<file path="src/hdl/paps_pkg.sv">
`timescale 1ns / 1ps
// ----------------------------------------------------------------------------
// paps_pkg
// Shared types and constants of the port activity probe scheduler.
// ----------------------------------------------------------------------------
package paps_pkg;

  // millisecond time stamps and config register widths
  localparam int unsigned STAMP_W   = 32;
  localparam int unsigned CFG_W     = 16;
  localparam int unsigned CFG_IDX_W = 2;
  localparam int unsigned PORT_W    = 2;
  localparam int unsigned MASK_W    = 4;

  // config reset values
  localparam logic [CFG_W-1:0] TIMEOUT_RST  = 16'd1500;
  localparam logic [CFG_W-1:0] INTERVAL_RST = 16'd100;
  localparam logic [CFG_W-1:0] WINDOW_RST   = 16'd30;

  // item opcodes
  typedef enum logic {
    OP_TICK  = 1'b0,
    OP_FRAME = 1'b1
  } paps_op_e;

  // config register indexes
  typedef enum logic [CFG_IDX_W-1:0] {
    CFG_TIMEOUT  = 2'd0,
    CFG_INTERVAL = 2'd1,
    CFG_WINDOW   = 2'd2
  } paps_cfg_idx_e;

  // current config values
  typedef struct packed {
    logic [CFG_W-1:0] timeout;
    logic [CFG_W-1:0] interval;
    logic [CFG_W-1:0] window;
  } paps_cfg_t;

  // per-port status flags
  typedef struct packed {
    logic capture;
    logic connected;
    logic probing;
  } paps_status_t;

endpackage

</file>
<file path="src/hdl/paps_cfg_regs.sv">
`timescale 1ns / 1ps
// ----------------------------------------------------------------------------
// paps_cfg_regs
// Config register file: activity timeout, probe interval and probe window.
// ----------------------------------------------------------------------------
module paps_cfg_regs (
  input  logic                              clk_i,
  input  logic                              rst_ni,
  input  logic                              cfg_valid_i,
  output logic                              cfg_ready_o,
  input  logic [paps_pkg::CFG_IDX_W-1:0]    cfg_index_i,
  input  logic [paps_pkg::CFG_W-1:0]        cfg_data_i,
  output paps_pkg::paps_cfg_t               cfg_o
);
  import paps_pkg::*;

  paps_cfg_t cfg_q, cfg_d;

  // writes are always taken
  assign cfg_ready_o = 1'b1;

  // register decode, unknown indexes are dropped
  always_comb begin
    cfg_d = cfg_q;
    if (cfg_valid_i) begin
      case (paps_cfg_idx_e'(cfg_index_i))
        CFG_TIMEOUT:  cfg_d.timeout  = cfg_data_i;
        CFG_INTERVAL: cfg_d.interval = cfg_data_i;
        CFG_WINDOW:   cfg_d.window   = cfg_data_i;
        default:      cfg_d          = cfg_q;
      endcase
    end
  end

  always_ff @(posedge clk_i or negedge rst_ni) begin
    if (!rst_ni) begin
      cfg_q.timeout  <= TIMEOUT_RST;
      cfg_q.interval <= INTERVAL_RST;
      cfg_q.window   <= WINDOW_RST;
    end else begin
      cfg_q <= cfg_d;
    end
  end

  assign cfg_o = cfg_q;

endmodule

</file>
<file path="src/hdl/paps_port_unit.sv">
`timescale 1ns / 1ps
// ----------------------------------------------------------------------------
// paps_port_unit
// State of one port: timeout drop, probe window scheduling, frame stamping.
// ----------------------------------------------------------------------------
module paps_port_unit (
  input  logic                            clk_i,
  input  logic                            rst_ni,
  input  logic                            tick_i,
  input  logic                            frame_i,
  input  logic [paps_pkg::STAMP_W-1:0]    now_i,
  input  paps_pkg::paps_cfg_t             cfg_i,
  output paps_pkg::paps_status_t          status_d_o
);
  import paps_pkg::*;

  logic               connected_q, connected_d;
  logic               capture_q, capture_d;
  logic               probe_q, probe_d;
  logic [STAMP_W-1:0] last_seen_q, last_seen_d;
  logic [STAMP_W-1:0] probe_start_q, probe_start_d;
  logic [STAMP_W-1:0] last_probe_q, last_probe_d;

  logic [STAMP_W-1:0] seen_age, probe_age, window_age;
  logic               drop;
  logic               conn_1, cap_1, probe_1;

  // modulo 2^32 ages against the new clock value
  assign seen_age   = now_i - last_seen_q;
  assign probe_age  = now_i - last_probe_q;
  assign window_age = now_i - probe_start_q;

  // activity timeout
  assign drop    = connected_q && (seen_age > {{(STAMP_W-CFG_W){1'b0}}, cfg_i.timeout});
  assign conn_1  = connected_q && !drop;
  assign cap_1   = capture_q && !drop;
  assign probe_1 = probe_q && !drop;

  // next state for tick and frame
  always_comb begin
    connected_d   = connected_q;
    capture_d     = capture_q;
    probe_d       = probe_q;
    last_seen_d   = last_seen_q;
    probe_start_d = probe_start_q;
    last_probe_d  = last_probe_q;
    if (tick_i) begin
      connected_d = conn_1;
      capture_d   = cap_1;
      probe_d     = probe_1;
      if (conn_1) begin
        capture_d = 1'b1;
      end else if (!cap_1) begin
        if (probe_age >= {{(STAMP_W-CFG_W){1'b0}}, cfg_i.interval}) begin
          capture_d     = 1'b1;
          probe_d       = 1'b1;
          probe_start_d = now_i;
          last_probe_d  = now_i;
        end
      end else if (probe_1 &&
                   window_age >= {{(STAMP_W-CFG_W){1'b0}}, cfg_i.window}) begin
        probe_d   = 1'b0;
        capture_d = 1'b0;
      end
    end else if (frame_i && capture_q) begin
      last_seen_d = now_i;
      if (!connected_q) begin
        connected_d = 1'b1;
        probe_d     = 1'b0;
      end
    end
  end

  always_ff @(posedge clk_i or negedge rst_ni) begin
    if (!rst_ni) begin
      connected_q   <= 1'b0;
      capture_q     <= 1'b0;
      probe_q       <= 1'b0;
      last_seen_q   <= '0;
      probe_start_q <= '0;
      last_probe_q  <= '0;
    end else begin
      connected_q   <= connected_d;
      capture_q     <= capture_d;
      probe_q       <= probe_d;
      last_seen_q   <= last_seen_d;
      probe_start_q <= probe_start_d;
      last_probe_q  <= last_probe_d;
    end
  end

  assign status_d_o.capture   = capture_d;
  assign status_d_o.connected = connected_d;
  assign status_d_o.probing   = probe_d;

endmodule

</file>
<file path="src/hdl/port_activity_probe_scheduler_unit.sv">
`timescale 1ns / 1ps
// ----------------------------------------------------------------------------
// port_activity_probe_scheduler_unit
// Per-port activity monitor with duty-cycled capture probing.
// ----------------------------------------------------------------------------
//  channel | direction | handshake               | payload
//  --------+-----------+-------------------------+----------------------------
//  in      | sink      | in_valid_i / in_ready_o | opcode_i, port_index_i
//  out     | source    | out_valid_o/out_ready_i | capture/connected/probing
//  cfg     | sink      | cfg_valid_i/cfg_ready_o | cfg_index_i, cfg_data_i
//
// One item per cycle sustained while the result is not stalled; a result passes
// through the input register, then the port update into the result register.
// All port state updates from the input register as the result register loads.
// Reset clears the clock, all port state and loads the config defaults.
// A stalled result holds the input register; a new item is taken whenever
// the input register is empty or moves on in the same cycle.
// ----------------------------------------------------------------------------
module port_activity_probe_scheduler_unit #(
  parameter int unsigned PORTS = 4
) (
  input  logic                              clk_i,
  input  logic                              rst_ni,
  input  logic                              in_valid_i,
  output logic                              in_ready_o,
  input  logic                              opcode_i,
  input  logic [paps_pkg::PORT_W-1:0]       port_index_i,
  output logic                              out_valid_o,
  input  logic                              out_ready_i,
  output logic [paps_pkg::MASK_W-1:0]       capture_mask_o,
  output logic [paps_pkg::MASK_W-1:0]       connected_mask_o,
  output logic [paps_pkg::MASK_W-1:0]       probing_mask_o,
  input  logic                              cfg_valid_i,
  output logic                              cfg_ready_o,
  input  logic [paps_pkg::CFG_IDX_W-1:0]    cfg_index_i,
  input  logic [paps_pkg::CFG_W-1:0]        cfg_data_i
);
  import paps_pkg::*;

  paps_cfg_t          cfg;
  paps_status_t       status_d [PORTS];

  logic               in_valid_q;
  logic               opcode_q;
  logic [PORT_W-1:0]  port_q;
  logic               out_valid_q, out_valid_d;
  logic [MASK_W-1:0]  cap_mask_q, cap_mask_d;
  logic [MASK_W-1:0]  conn_mask_q, conn_mask_d;
  logic [MASK_W-1:0]  probe_mask_q, probe_mask_d;
  logic [STAMP_W-1:0] now_q, now_d;
  logic               proc_en;
  logic               tick_en;
  logic               frame_en;

  // config registers
  paps_cfg_regs u_cfg (
    .clk_i       (clk_i),
    .rst_ni      (rst_ni),
    .cfg_valid_i (cfg_valid_i),
    .cfg_ready_o (cfg_ready_o),
    .cfg_index_i (cfg_index_i),
    .cfg_data_i  (cfg_data_i),
    .cfg_o       (cfg)
  );

  // handshake: the held item moves on when the result slot is free
  assign proc_en    = in_valid_q && (!out_valid_q || out_ready_i);
  assign in_ready_o = !in_valid_q || proc_en;
  assign tick_en    = proc_en && (paps_op_e'(opcode_q) == OP_TICK);
  assign frame_en   = proc_en && (paps_op_e'(opcode_q) == OP_FRAME);

  // input register
  always_ff @(posedge clk_i or negedge rst_ni) begin
    if (!rst_ni) begin
      in_valid_q <= 1'b0;
    end else if (in_ready_o) begin
      in_valid_q <= in_valid_i;
    end
  end

  always_ff @(posedge clk_i) begin
    if (in_ready_o && in_valid_i) begin
      opcode_q <= opcode_i;
      port_q   <= port_index_i;
    end
  end

  // millisecond clock, a tick advances it before the ports look at it
  assign now_d = tick_en ? now_q + STAMP_W'(1) : now_q;

  always_ff @(posedge clk_i or negedge rst_ni) begin
    if (!rst_ni) begin
      now_q <= '0;
    end else begin
      now_q <= now_d;
    end
  end

  // per-port state
  for (genvar p = 0; p < PORTS; p++) begin : g_port
    localparam logic [31:0] PortNum = p;
    logic frame_hit;

    assign frame_hit = frame_en && ({{(32-PORT_W){1'b0}}, port_q} == PortNum);

    paps_port_unit u_port (
      .clk_i      (clk_i),
      .rst_ni     (rst_ni),
      .tick_i     (tick_en),
      .frame_i    (frame_hit),
      .now_i      (now_d),
      .cfg_i      (cfg),
      .status_d_o (status_d[p])
    );
  end

  // masks of the updated state, ports past the mask width are cut off
  for (genvar m = 0; m < MASK_W; m++) begin : g_mask
    if (m < PORTS) begin : g_live
      assign cap_mask_d[m]   = status_d[m].capture;
      assign conn_mask_d[m]  = status_d[m].connected;
      assign probe_mask_d[m] = status_d[m].probing;
    end else begin : g_none
      assign cap_mask_d[m]   = 1'b0;
      assign conn_mask_d[m]  = 1'b0;
      assign probe_mask_d[m] = 1'b0;
    end
  end

  // result register
  assign out_valid_d = proc_en || (out_valid_q && !out_ready_i);

  always_ff @(posedge clk_i or negedge rst_ni) begin
    if (!rst_ni) begin
      out_valid_q <= 1'b0;
    end else begin
      out_valid_q <= out_valid_d;
    end
  end

  always_ff @(posedge clk_i) begin
    if (proc_en) begin
      cap_mask_q   <= cap_mask_d;
      conn_mask_q  <= conn_mask_d;
      probe_mask_q <= probe_mask_d;
    end
  end

  assign out_valid_o      = out_valid_q;
  assign capture_mask_o   = cap_mask_q;
  assign connected_mask_o = conn_mask_q;
  assign probing_mask_o   = probe_mask_q;

  // connected ports always have capture on
  a_conn_cap: assert property (@(posedge clk_i) disable iff (!rst_ni)
    out_valid_o |-> ((connected_mask_o & ~capture_mask_o) == '0))
    else $error("connected port without capture");

  // an open probe window always has capture on
  a_probe_cap: assert property (@(posedge clk_i) disable iff (!rst_ni)
    out_valid_o |-> ((probing_mask_o & ~capture_mask_o) == '0))
    else $error("probe window without capture");

  // a port never probes while connected
  a_conn_probe: assert property (@(posedge clk_i) disable iff (!rst_ni)
    out_valid_o |-> ((probing_mask_o & connected_mask_o) == '0))
    else $error("connected port still probing");

  // a processed item always lands in the result register
  a_result: assert property (@(posedge clk_i) disable iff (!rst_ni)
    proc_en |=> out_valid_q)
    else $error("processed item lost");

  // the clock moves by one on a tick and holds otherwise
  a_clock: assert property (@(posedge clk_i) disable iff (!rst_ni)
    !tick_en |=> (now_q == $past(now_q)))
    else $error("clock moved without tick");

endmodule
</file>
<file path="config.mk">
export PLATFORM = sky130hd
export DESIGN_NAME = port_activity_probe_scheduler_unit
export DESIGN_NICKNAME = d
export VERILOG_FILES = /design/src/hdl/paps_pkg.sv /design/src/hdl/paps_cfg_regs.sv /design/src/hdl/paps_port_unit.sv /design/src/hdl/port_activity_probe_scheduler_unit.sv
export SDC_FILE = /design/constraint.sdc
export NUM_CORES = 1
export LEC_CHECK = 0
export BUFFER_PORTS_ARGS = -buffer_cell sky130_fd_sc_hd__buf_2
export CAP_MARGIN = 20
export CELL_PAD_IN_SITES_DETAIL_PLACEMENT = 1
export CELL_PAD_IN_SITES_GLOBAL_PLACEMENT = 2
export CORE_UTILIZATION = 44
export CTS_BUF_LIST = sky130_fd_sc_hd__clkbuf_4 sky130_fd_sc_hd__clkbuf_8 sky130_fd_sc_hd__clkbuf_16
export DETAILED_ROUTE_END_ITERATION = 16
export GPL_ROUTABILITY_DRIVEN = 0
export HOLD_SLACK_MARGIN = 0.02
export PLACE_DENSITY = 0.87
export REMOVE_ABC_BUFFERS = 1
export SYNTH_ARGS = -nofsm -noshare
export SYNTH_HDL_FRONTEND = slang
export SYNTH_SLANG_ARGS = --single-unit
</file>
<file path="constraint.sdc">
create_clock -name clk_i -period 13.8 [get_ports clk_i]
set_input_delay 2.07 -clock clk_i [delete_from_list [all_inputs] [get_ports clk_i]]
set_output_delay 2.07 -clock clk_i [all_outputs]
set_load 0.01 [all_outputs]
</file>
==> results.toml <==
[power]
p_clk_share_pct = 15.4
ir_drop_mv = 0.1035
p_leak_nw = 18.36
powerDensity_nw_per_um2 = 231.2
power_frac_comb_pct = 66.1
total_power_mw = 8.612
p_sw_share_pct = 48.54
net-switching-power_mw = 4.181
p_int_mw = 4.432
p_seq_share_pct = 18.4

[run]
drv_cap = 0

[drt]
ant_nets = 0
route.detailed.wl_per_inst_um = 24.54
first_pass_iters = 5
route.detailed.drc = 0
wirelength_mm = 126.0
drt_iter0_drc = 1982
num_vias = 31410
detail_route.vias_per_cell = 6.115

[critical_path]
cp_num_buf_inv = 3
end_kind = "flip-flop"
cp_slowest_stage_delay_ns = 0.73
critPathMaxFanout = 32
cpLargestDelayFamily = "simple AND/OR/NAND/NOR gates"
startpoint_type = "primary input"
required_ns = 14.30
critPathArrivalTime_ns = 9.79
slowest_stage = "a2111oi_0"
path_common_cell = "nor2_1"
crit_type = "in2reg"

[clock_network]
cts_buffer_depth = 3
clk_pin_slew_ns = 0.07
cts_hold_buf = 0
cts.htree.levels = 2
post_cts_buffers = 0
ctsResizeCount = 0
clk_latency_ns = 0.62
cts_made_buffers = 47
cts.sinks = 365
cts_tree = "done"
cts-root-buf = "clkbuf_16"

[sta]
post-route-period-util_pct = 67.30
slew_violations = 0
slew-limit-headroom_pct = 26.24
period_minus_slack_ns = 9.288
fmax_mhz = 107.7
finalSetupViolations = 0
finalClockSkew_ns = 0.02220
worst_pin_slew_ns = 1.092
rsz0062_at_grt = "false"
timing.hold.ws_ns = 0.4961
totalNegativeSetupSlack_ns = 0
finalHoldViolCount = 0

[yosys]
ys.flop_type = "dfrtp_1"
synthCells = 4063
async_flop_share_pct = 95.89
synth_cell_types = 123
synth-seq-area-share_pct = 26.87
synth_area_per_cell_sq_um = 8.451
synth_edf_count = 15
ys_ff_latch = 365
synthesis.area_sq_um = 34340
ys_warn_count = 0

[cells_and_area]
finalInstanceArea_sq_um = 37250
final_common_cell = "ha_1"
layout-drive-gt1-share_pct = 7.619
multi_input_area_sq_um = 23120
area_delta_synth_final_pct = 8.494
fin_nets = 4533
regArea_sq_um = 9226
most-common-layout-cells = "ha_1 (441), a21oi_1 (415), inv_1 (378), dfrtp_1 (336), nand2_1 (312)"
nFillCells = 9260

[place]
io_buffer_count = 39
hpwl_mm = 97.93
postPlaceCellArea_sq_um = 35600

[floorplan]
io_pins = 41
die_w_um = 281.3
num_rows = 102
dieArea_sq_um = 79160
start_util_pct = 44.40
core_area_sq_um = 77340
fp.dieH_um = 281.3

[global_route]
grt_usage_pct = 32.02
grt_pass1_wl_mm = 194.1
grt_start_max_net_pins = 151
grt_overflow = 0
antenna_found_initial = 1
grt_pass1_vias = 32840

[min_path]
hold_path.class = "reg2reg"

[run_status]
status = "completed"
[sequential cells by signal (all words and copies together) (netlist names)]
register / cells
g_port.u_port.last_seen_q: 128
g_port.u_port.probe_start_q: 96
u_cfg.cfg_o: 48
g_port.u_port.last_probe_q: 32
now_q: 32
capture_mask_o: 4
connected_mask_o: 4
g_port.u_port.capture_q: 4
g_port.u_port.connected_q: 4
g_port.u_port.probe_q: 4
probing_mask_o: 4
port_q: 2
in_valid_q: 1
opcode_q: 1
out_valid_o: 1
[metrics by stage]
stage	std cells	setup slack, ns	utilization, %
2_1_floorplan	3929	5.154	-
3_3_place_gp	5047	4.212	46.01
3_5_place_dp	5048	3.954	46.03
4_1_cts	5134	4.584	48.14
5_1_grt	5135	4.156	48.16
6_report	5137	4.512	48.17
[worst reg2reg max path, cell delays in order (launching register included)]
cell and delay [ns]:
dfrtp_1 0.67, and3_4 0.35, nand3_4 0.16, nor2_1 0.34
nand4_1 0.19, xor2_2 0.74, inv_1 0.63, ha_1 0.63
o21ai_0 0.12, a21boi_0 0.45, o22ai_1 0.13, nor4_1 0.64
o2111ai_1 0.34, nor4_1 0.58, nand4_1 0.20, nor4_2 0.27
nand4_1 0.33, o211ai_4 0.27, buf_4 0.62, mux2_1 0.40
[kinds of logic after synthesis]
family / count (synthesis) / share of synthesized area [%]
xor+xnor: 190 / 4.901
fa+ha+maj: 449 / 16.54
compound gates: 1195 / 22.57
buf+inv: 513 / 6.191
mux: 186 / 5.645
flops: 365 / 26.87
simple gates: 1164 / 17.27
other cells: 1 / 0.01092
[final cells by class]
type	count	share of cell area, %
Antenna cell	2	0.01343
Clock buffer	58	3.493
Clock inverter	28	0.8901
Inverter	379	3.832
Multi-Input combinational cell	3185	62.06
Sequential cell	365	24.77
Tap cell	1040	3.493
Timing Repair Buffer	80	1.451
[power groups by stage]
stage / sequential (mW) / combinational (mW) / clock (mW)
final: 1.59 / 5.69 / 1.33
after global routing: 1.62 / 6.33 / 1.39
after CTS: 1.59 / 5.65 / 1.36
after detailed placement: 1.60 / 5.59 / 0
after global placement: 1.58 / 5.42 / 0
after floorplan: 1.54 / 4.04 / 0
[path summary, 6_finish.rpt]
kind | start | endpoint | slack, ns | cells past startpoint
min in group asynchronous | rst_ni | u_cfg.cfg_o[24] | 1.50 | 1
hold reg to reg | g_port[3].u_port.probe_start_q[24] | g_port[3].u_port.probe_start_q[24] | 0.50 | 1
max in group asynchronous | rst_ni | g_port[0].u_port.probe_start_q[29] | 10.86 | 2
setup / recovery | out_ready_i | g_port[1].u_port.last_probe_q[31] | 4.51 | 27
setup reg to reg | now_q[0] | g_port[3].u_port.probe_start_q[24] | 5.63 | 19
hold / removal | g_port[3].u_port.probe_start_q[24] | g_port[3].u_port.probe_start_q[24] | 0.50 | 1
[per-layer routing]
layer  wire, um  up-vias  global-route usage, %
met4       5089        0                  12.25
met3       4847      243                  3.248
met1      56660    15800                  42.02
met5          0        -                      0
li1           -    14700                      -
met2      59450      671                  54.19
[cells in the mapped netlist, drive strengths merged (55+ instances only)]
cell type / instances / area, sq um
nand4: 83 / 540.5
xor2: 69 / 604.3
a21o: 122 / 915.9
nand2: 314 / 1184
dfrtp: 336 / 8408
mux2: 55 / 626.8
a21oi: 416 / 2086
o21a: 66 / 495.5
xnor2: 121 / 1079
clkbuf: 98 / 369.1
mux2i: 131 / 1311
inv: 379 / 1428
nand3: 88 / 475.4
ha: 441 / 5518
nor2: 293 / 1100
o21ai: 251 / 1260
nand2b: 58 / 362.9
nor3: 69 / 350.3
Note: power is estimated with default switching activity, not from simulation.
